--- config.mk ---
export PLATFORM = sky130hd
export DESIGN_NAME = modular_product_prng_flat
export DESIGN_NICKNAME = d
export VERILOG_FILES = /design/src/design/mpp_pkg.sv /design/src/design/mpp_in_if.sv /design/src/design/mpp_out_if.sv /design/src/design/mpp_mulred.sv /design/src/design/mpp_ctrl.sv /design/src/design/modular_product_prng.sv /design/src/flat_wrapper.sv
export SDC_FILE = /design/constraint.sdc
export NUM_CORES = 2
export LEC_CHECK = 0
export BUFFER_PORTS_ARGS = -buffer_cell sky130_fd_sc_hd__buf_2
export CAP_MARGIN = 15
export CORE_MARGIN = 2
export CORE_UTILIZATION = 32
export CTS_BUF_LIST = sky130_fd_sc_hd__clkbuf_8
export CTS_CLUSTER_DIAMETER = 150
export CTS_CLUSTER_SIZE = 30
export DETAILED_ROUTE_END_ITERATION = 10
export REMOVE_ABC_BUFFERS = 1
export SYNTH_ARGS = -nofsm -noshare
export SYNTH_HDL_FRONTEND = slang
export SYNTH_HIERARCHICAL = 1
export SYNTH_SLANG_ARGS = --single-unit
--- constraint.sdc ---
create_clock -name clk -period 15.4 [get_ports clk]
set_clock_uncertainty 0.15 [all_clocks]
set_input_delay 1.54 -clock clk [delete_from_list [all_inputs] [get_ports clk]]
set_output_delay 1.54 -clock clk [all_outputs]
set_load 0.02 [all_outputs]
--- src/design/mpp_pkg.sv ---
// ----------------------------------------------------------------------------
// mpp_pkg
// Shared types, constants and the residue table of the modular product PRNG.
// ----------------------------------------------------------------------------
`default_nettype none

package mpp_pkg;

  localparam int WORD_W     = 32;
  localparam int PROD_W     = 2 * WORD_W;
  localparam int STATE_BITS = 32;
  localparam int IDX_W      = 6;   // table index 0..STATE_BITS
  localparam int FOLD_W     = 24;  // width of FOLD_C

  // Prime modulus, and 2^32 mod P, which is used to fold the high word down.
  localparam logic [WORD_W-1:0] PRIME_P = 32'd4279969613;
  localparam logic [FOLD_W-1:0] FOLD_C  = 24'd14997683;

  // Transaction kinds on the input channel.
  localparam logic KIND_GEN  = 1'b0;
  localparam logic KIND_SEED = 1'b1;

  typedef enum logic [1:0] {
    ST_IDLE,
    ST_SCAN,
    ST_MUL,
    ST_FOLD
  } state_t;

  typedef enum logic [2:0] {
    OP_HOLD,
    OP_INIT,
    OP_MUL,
    OP_FOLD,
    OP_FIN
  } dp_op_t;

  typedef struct packed {
    dp_op_t           op;
    logic [IDX_W-1:0] idx;
  } dp_ctrl_t;

  typedef struct packed {
    logic              hi_zero;
    logic [WORD_W-1:0] acc;
  } dp_stat_t;

  function automatic logic [WORD_W-1:0] residue(input logic [IDX_W-1:0] i);
    logic [WORD_W-1:0] r;
    case (i)
      6'd0:    r = 32'd2737981618;
      6'd1:    r = 32'd1080320388;
      6'd2:    r = 32'd1723072060;
      6'd3:    r = 32'd4228301455;
      6'd4:    r = 32'd4149129801;
      6'd5:    r = 32'd3571453456;
      6'd6:    r = 32'd2502499170;
      6'd7:    r = 32'd2645177746;
      6'd8:    r = 32'd1174113779;
      6'd9:    r = 32'd460790047;
      6'd10:   r = 32'd2432060459;
      6'd11:   r = 32'd3642283025;
      6'd12:   r = 32'd2171537408;
      6'd13:   r = 32'd1964923279;
      6'd14:   r = 32'd167928637;
      6'd15:   r = 32'd764994146;
      6'd16:   r = 32'd33580906;
      6'd17:   r = 32'd152749582;
      6'd18:   r = 32'd3155509836;
      6'd19:   r = 32'd1068833496;
      6'd20:   r = 32'd3292407144;
      6'd21:   r = 32'd686219412;
      6'd22:   r = 32'd550755449;
      6'd23:   r = 32'd1072869831;
      6'd24:   r = 32'd2507702675;
      6'd25:   r = 32'd2920217274;
      6'd26:   r = 32'd2456957004;
      6'd27:   r = 32'd3987169726;
      6'd28:   r = 32'd3828720855;
      6'd29:   r = 32'd2539518588;
      6'd30:   r = 32'd420287618;
      6'd31:   r = 32'd2009403111;
      6'd32:   r = 32'd1732156098;
      default: r = '0;
    endcase
    return r;
  endfunction

endpackage

`default_nettype wire

--- src/design/mpp_in_if.sv ---
// ----------------------------------------------------------------------------
// mpp_in_if
// Input channel: generate or reseed transactions.
// ----------------------------------------------------------------------------
`default_nettype none

interface mpp_in_if;
  logic        valid;
  logic        ready;
  logic        kind;
  logic [31:0] seed;

  modport source (output valid, output kind, output seed, input ready);
  modport sink   (input valid, input kind, input seed, output ready);
endinterface

`default_nettype wire

--- src/design/mpp_out_if.sv ---
// ----------------------------------------------------------------------------
// mpp_out_if
// Result channel: one generated word per generate transaction.
// ----------------------------------------------------------------------------
`default_nettype none

interface mpp_out_if;
  logic        valid;
  logic        ready;
  logic [31:0] value;

  modport source (output valid, output value, input ready);
  modport sink   (input valid, input value, output ready);
endinterface

`default_nettype wire

--- src/design/mpp_mulred.sv ---
// ----------------------------------------------------------------------------
// mpp_mulred
// Shared multiply-add unit with product register and running accumulator.
// ----------------------------------------------------------------------------
`default_nettype none

module mpp_mulred (
  input  wire logic          clk,
  input  wire mpp_pkg::dp_ctrl_t ctrl,
  output mpp_pkg::dp_stat_t  stat
);
  import mpp_pkg::*;

  logic [WORD_W-1:0] acc_r;
  logic [PROD_W-1:0] prod_r;

  logic [WORD_W-1:0] mul_a;
  logic [WORD_W-1:0] mul_b;
  logic [PROD_W-1:0] mul_p;
  logic [PROD_W-1:0] addend;
  logic [PROD_W-1:0] sum;
  logic [WORD_W-1:0] lo;
  logic [WORD_W-1:0] fin;

  // A fold replaces hi*2^32 + lo by hi*(2^32 mod P) + lo, which keeps the
  // residue and shrinks the high word until it is zero.
  always_comb begin
    if (ctrl.op == OP_MUL) begin
      mul_a  = acc_r;
      mul_b  = residue(ctrl.idx);
      addend = '0;
    end else begin
      mul_a  = prod_r[PROD_W-1:WORD_W];
      mul_b  = {{(WORD_W-FOLD_W){1'b0}}, FOLD_C};
      addend = {{WORD_W{1'b0}}, prod_r[WORD_W-1:0]};
    end
    mul_p = {{WORD_W{1'b0}}, mul_a} * {{WORD_W{1'b0}}, mul_b};
    sum   = mul_p + addend;
    lo    = prod_r[WORD_W-1:0];
    // With the high word gone the value is below 2^32, hence below 2P.
    fin   = (lo >= PRIME_P) ? (lo - PRIME_P) : lo;
  end

  always_ff @(posedge clk) begin
    case (ctrl.op)
      OP_INIT: acc_r  <= residue('0);
      OP_MUL:  prod_r <= sum;
      OP_FOLD: prod_r <= sum;
      OP_FIN:  acc_r  <= fin;
      default: ;
    endcase
  end

  assign stat = '{hi_zero: (prod_r[PROD_W-1:WORD_W] == '0), acc: acc_r};

endmodule

`default_nettype wire

--- src/design/mpp_ctrl.sv ---
// ----------------------------------------------------------------------------
// mpp_ctrl
// Sequencer: handshakes, state word, bit scan and result register.
// ----------------------------------------------------------------------------
`default_nettype none

module mpp_ctrl (
  input  wire logic          clk,
  input  wire logic          rst_n,
  mpp_in_if.sink             in_ch,
  mpp_out_if.source          out_ch,
  output mpp_pkg::dp_ctrl_t  ctrl,
  input  wire mpp_pkg::dp_stat_t stat
);
  import mpp_pkg::*;

  state_t            state_r, state_nxt;
  logic [IDX_W-1:0]  bit_r;
  logic [WORD_W-1:0] word_r;
  logic              out_valid_r;
  logic [WORD_W-1:0] out_value_r;

  logic in_acc;
  logic scan_done;
  logic out_free;
  logic emit;
  logic bit_inc;
  logic in_ready;

  assign in_acc    = in_ch.valid && in_ready;
  assign scan_done = (bit_r == IDX_W'(STATE_BITS));
  assign out_free  = !out_valid_r || out_ch.ready;

  always_comb begin
    state_nxt = state_r;
    case (state_r)
      ST_IDLE: begin
        if (in_acc && in_ch.kind == KIND_GEN) state_nxt = ST_SCAN;
      end
      ST_SCAN: begin
        if (scan_done) begin
          if (out_free) state_nxt = ST_IDLE;
        end else if (word_r[bit_r[IDX_W-2:0]]) begin
          state_nxt = ST_MUL;
        end
      end
      ST_MUL:  state_nxt = ST_FOLD;
      ST_FOLD: begin
        if (stat.hi_zero) state_nxt = ST_SCAN;
      end
      default: state_nxt = ST_IDLE;
    endcase
  end

  always_comb begin
    in_ready = 1'b0;
    ctrl.op  = OP_HOLD;
    ctrl.idx = bit_r + IDX_W'(1);
    emit     = 1'b0;
    bit_inc  = 1'b0;
    case (state_r)
      ST_IDLE: begin
        in_ready = 1'b1;
        if (in_ch.valid && in_ch.kind == KIND_GEN) ctrl.op = OP_INIT;
      end
      ST_SCAN: begin
        if (scan_done) emit = out_free;
        else bit_inc = !word_r[bit_r[IDX_W-2:0]];
      end
      ST_MUL:  ctrl.op = OP_MUL;
      ST_FOLD: begin
        ctrl.op = stat.hi_zero ? OP_FIN : OP_FOLD;
        bit_inc = stat.hi_zero;
      end
      default: ;
    endcase
  end

  always_ff @(posedge clk) begin
    if (!rst_n) begin
      state_r     <= ST_IDLE;
      out_valid_r <= 1'b0;
      word_r      <= '0;
      bit_r       <= '0;
    end else begin
      state_r <= state_nxt;
      if (emit) out_valid_r <= 1'b1;
      else if (out_ch.ready) out_valid_r <= 1'b0;
      if (in_acc && in_ch.kind == KIND_SEED) word_r <= in_ch.seed;
      else if (emit) word_r <= stat.acc;
      if (in_acc) bit_r <= '0;
      else if (bit_inc) bit_r <= bit_r + IDX_W'(1);
    end
  end

  always_ff @(posedge clk) begin
    if (emit) out_value_r <= stat.acc;
  end

  assign in_ch.ready  = in_ready;
  assign out_ch.valid = out_valid_r;
  assign out_ch.value = out_value_r;

endmodule

`default_nettype wire

--- src/design/modular_product_prng.sv ---
// ----------------------------------------------------------------------------
// modular_product_prng
// Naor-Reingold style word generator built on products modulo a 32-bit prime.
// ----------------------------------------------------------------------------
// The input channel in_ch carries kind and seed. A reseed transaction loads
// the state word and gives no result. A generate transaction starts from
// table entry 0 and, for every set bit i of the state, multiplies by table
// entry i+1 modulo P; the result leaves on out_ch and becomes the new
// state.
// One 32x32 multiplier is shared for the table products and for folding the
// high product word down (by 2^32 mod P). The sequencer scans the state
// bits in order; for each set bit it runs a multiply step, then folds while
// the high word is nonzero and finishes with a final correction step.
// in_ch is not ready while a generate runs.
// The result sits in an output register; the next transaction is accepted
// while it waits. If out_ch stalls, a following generate finishes its scan
// and holds until the register frees up.
// Synchronous reset clears the state word to zero and empties the output.
// ----------------------------------------------------------------------------
`default_nettype none

module modular_product_prng (
  input  wire logic clk,
  input  wire logic rst_n,
  mpp_in_if.sink    in_ch,
  mpp_out_if.source out_ch
);
  import mpp_pkg::*;

  dp_ctrl_t ctrl;
  dp_stat_t stat;

  mpp_ctrl u_ctrl (
    .clk    (clk),
    .rst_n  (rst_n),
    .in_ch  (in_ch),
    .out_ch (out_ch),
    .ctrl   (ctrl),
    .stat   (stat)
  );

  mpp_mulred u_mulred (
    .clk  (clk),
    .ctrl (ctrl),
    .stat (stat)
  );

  // The corrected accumulator is always a proper residue.
  a_fin_reduced: assert property (@(posedge clk) disable iff (!rst_n)
    ctrl.op == OP_FIN |=> stat.acc < PRIME_P)
    else $error("accumulator not reduced below P");

  // A multiply is always followed by folding of its product.
  a_mul_then_fold: assert property (@(posedge clk) disable iff (!rst_n)
    ctrl.op == OP_MUL |=> ctrl.op == OP_FOLD || ctrl.op == OP_FIN)
    else $error("multiply not followed by reduction");

  // A generate transaction makes the block busy at once.
  a_gen_busy: assert property (@(posedge clk) disable iff (!rst_n)
    in_ch.valid && in_ch.ready && in_ch.kind == KIND_GEN |=> !in_ch.ready)
    else $error("input ready while generating");

endmodule

`default_nettype wire
--- src/flat_wrapper.sv ---
// flat-port wrapper written by rule: the top's interface ports become plain ports
module modular_product_prng_flat import mpp_pkg::*;
  (clk, rst_n, in_ch_valid, in_ch_kind, in_ch_seed, in_ch_ready, out_ch_valid, out_ch_value, out_ch_ready);
  mpp_in_if in_ch_i ();
  mpp_out_if out_ch_i ();
  input  wire logic clk;
  input  wire logic rst_n;
  input wire logic [$bits(in_ch_i.valid)-1:0] in_ch_valid;
  input wire logic [$bits(in_ch_i.kind)-1:0] in_ch_kind;
  input wire logic [$bits(in_ch_i.seed)-1:0] in_ch_seed;
  output wire logic [$bits(in_ch_i.ready)-1:0] in_ch_ready;
  output wire logic [$bits(out_ch_i.valid)-1:0] out_ch_valid;
  output wire logic [$bits(out_ch_i.value)-1:0] out_ch_value;
  input wire logic [$bits(out_ch_i.ready)-1:0] out_ch_ready;
  assign in_ch_i.valid = in_ch_valid;
  assign in_ch_i.kind = in_ch_kind;
  assign in_ch_i.seed = in_ch_seed;
  assign in_ch_ready = in_ch_i.ready;
  assign out_ch_valid = out_ch_i.valid;
  assign out_ch_value = out_ch_i.value;
  assign out_ch_i.ready = out_ch_ready;
  modular_product_prng u_core (.clk(clk), .rst_n(rst_n), .in_ch(in_ch_i), .out_ch(out_ch_i));
endmodule
==> impl_metrics.json <==
{
  "die_w_um": 371,
  "cts_tree": "done",
  "cts.sinks": 169,
  "cp_num_buf_inv": 7,
  "status": "completed",
  "cts_made_buffers": 17,
  "ys_ff_latch": 169,
  "drt_iter0_markers": 3186,
  "die_area_mm2": 0.137,
  "gp_congestion": 1.01,
  "yosys.area.top_type": "fa_1",
  "dpl.hpwl_mm": 117,
  "postSynthCellCount": 4945,
  "pin_count": 71,
  "grt_pass1_vias": 35893,
  "max_cap_viol_count": 0,
  "post_cts_resized": 0,
  "cpMostUsedCell": "fa_1",
  "antenna_found_initial": 2,
  "synthSimpleGateAreaFrac": 0.163,
  "track_usage": 0.220,
  "end_kind": "flop",
  "num_vias": 34484,
  "synth_edf_count": 128,
  "synthFlopType": "edfxtp_1",
  "clock_path_buffers": 2,
  "setup_viol": 0,
  "start_kind": "flop",
  "port_buffers": 70,
  "grt_start_max_net_pins": 67,
  "synth_fa_ha_area_frac": 0.514,
  "hold_viol": 0,
  "synth_area_per_cell_um2": 8.70,
  "h-tree-depth": 4,
  "drive_above_1_share": 0.0640,
  "detail_route.wl_per_cell_um": 22.4,
  "ys_seq_area_frac": 0.108,
  "synth-compound-area-share": 0.0714,
  "synth-warning-count": 6,
  "fmax_mhz": 79.1,
  "critPathTopFamily": "adder cells",
  "core_area_mm2": 0.133,
  "crit_slowest_cell": "mux2i_1",
  "initial_utilization": 0.322,
  "synth_xor_area_frac": 0.0163,
  "synth.area.mux_share": 0.0151,
  "routed_via_density": 5.18,
  "synth_area_mm2": 0.0430,
  "async_flop_share": 0,
  "drt_wl_total_mm": 149,
  "worst_slew_pin_slew_ns": 1.30,
  "drc": 0,
  "critPathMaxFanout": 66,
  "postCtsSetupBuffers": 0,
  "period_needed_ns": 12.65,
  "netlist_top_cells_area": "fa_1 43%, edfxtp_1 8.9%, inv_1 8.6%",
  "cts-root-buf": "clkbuf_8",
  "first_pass_iters": 5,
  "rsz0062_at_grt": "no",
  "postCtsHoldBufs": 0,
  "finalMaxSlewViolations": 0,
  "fin_nets": 6126,
  "setup_tns_ns": 0,
  "critPathRequiredTime_ns": 15.50,
  "crit_type": "reg -> reg",
  "synth_top_family_by_area": "adder cells",
  "clk_pin_slew_worst_paths_ns": 0.14,
  "crit_arrival_ns": 12.75,
  "hp-class": "reg -> reg",
  "yosysTopAreaCellShare": 0.432,
  "postRouteAntennaNets": 0,
  "row_count": 134,
  "overflow": 0,
  "slew_headroom": 0.109,
  "synth.distinct_cells": 88,
  "die_h_um": 371,
  "syn_to_final_growth_pct": 7.28,
  "grt_pass1_wl_mm": 226,
  "r2r_slack_ns": 2.75,
  "clkLatencyLatePin_ns": 0.54,
  "slowest_delay_ns": 1.12,
  "post-route-period-util": 0.821
}
-- Yosys cell counts, types with 4 or more instances --
| cell | instances |
|---|---|
| a311oi_1 | 38 |
| nand4b_1 | 4 |
| clkbuf_1 | 234 |
| ha_1 | 284 |
| a21o_1 | 36 |
| nand4_1 | 24 |
| a21boi_0 | 7 |
| edfxtp_1 | 128 |
| mux2i_1 | 40 |
| nand2_1 | 717 |
| inv_2 | 5 |
| nand3b_1 | 5 |
| o21ai_1 | 7 |
| nor2b_1 | 15 |
| dfxtp_1 | 41 |
| a31oi_1 | 19 |
| nor2_1 | 724 |
| a211oi_1 | 23 |
| o31a_1 | 9 |
| o21a_1 | 17 |
| nand3_1 | 39 |
| or2_2 | 11 |
| mux4_2 | 7 |
| buf_6 | 4 |
| o211ai_1 | 7 |
| xnor2_1 | 58 |
| buf_1 | 22 |
| nor4_1 | 17 |
| and2_1 | 25 |
| or3_1 | 21 |
| o21bai_1 | 13 |
| fa_1 | 928 |
| o21ai_0 | 79 |
| buf_2 | 8 |
| a211o_1 | 5 |
| xor2_1 | 22 |
| inv_1 | 990 |
| and3_1 | 13 |
| nor3b_1 | 7 |
| nor3_1 | 28 |
| nand2b_1 | 38 |
| o31ai_1 | 13 |
| a2111oi_0 | 5 |
| a21oi_1 | 145 |
-- flip-flops by register name, summed over array words and instances, names as in the netlist --
register and flops:
u_core/u_ctrl/word_r 32, u_core/u_ctrl/out_ch.value 32, u_core/u_ctrl/state_r 2, u_core/u_ctrl/out_ch.valid 1, u_core/u_mulred/prod_r 64, u_core/u_ctrl/bit_r 6, u_core/u_mulred/acc_r 32
-- per-stage QoR --
step,instances,utilization,setup slack [ns],hold slack (ns),instance area [µm²]
global placement,6622,0.342,2.67,0.318,45600
global route,6658,0.346,2.50,0.358,46200
floorplan,4674,-,0.295,0.304,42000
CTS,6658,0.346,3.01,0.342,46200
detailed placement,6626,0.343,3.02,0.319,45700
finish,6660,0.346,2.75,0.341,46200
-- path summary, 6_finish.rpt --
| kind | startpoint | to | cells past startpoint |
|---|---|---|---|
| min | u_core/u_ctrl/word_r[12] | u_core/u_ctrl/word_r[12] | 2 |
| max | u_core/u_mulred/prod_r[42] | u_core/u_mulred/prod_r[57] | 33 |
| min reg2reg | u_core/u_ctrl/word_r[12] | u_core/u_ctrl/word_r[12] | 2 |
| max reg2reg | u_core/u_mulred/prod_r[42] | u_core/u_mulred/prod_r[57] | 33 |
-- kinds of logic after synthesis --
logic type,after synthesis
compound gates,463
mux,52
xor+xnor,80
buf+inv,1267
fa+ha+maj,1212
flops,169
simple gates,1702
-- layout make-up --
class | count | area (µm²)
Inverter | 996 | 3740
Timing Repair Buffer | 184 | 1270
Multi-Input combinational cell | 3509 | 33800
Clock inverter | 15 | 211
Clock buffer | 17 | 234
Tap cell | 1768 | 2210
Fill cell | 13905 | 87300
Antenna cell | 2 | 5.00
Sequential cell | 169 | 4660
-- placed cells by master, fill, tap and decap left out, types with 41 or more instances in the layout --
master,n
buf_2,70
nand2_1,717
nor2_1,721
fa_1,928
inv_1,990
buf_4,110
xnor2_1,55
ha_1,284
edfxtp_1,128
o21ai_0,77
a21oi_1,145
dfxtp_1,41
-- worst reg2reg max path: cells and delay by family (launching register included) --
kind	cells	cell delay, ns
AOI/OAI and AO/OA	7	2.14
adders and majority gates	9	4.47
buffers and inverters	7	1.66
DFF	1	0.49
muxes	1	1.13
and+or+nand+nor	9	2.34
-- layer usage --
metal	part of all wire	track usage	up-vias
met3	0.086	0.0391	280
met5	0.000087	0	-
met2	0.46	0.350	1433
met1	0.40	0.293	17894
met4	0.053	0.0985	2
li1	-	-	14875
Power is left out: the tool's default activity adds up to more than one toggle a clock period on the data nets, which glitch-free logic cannot reach.
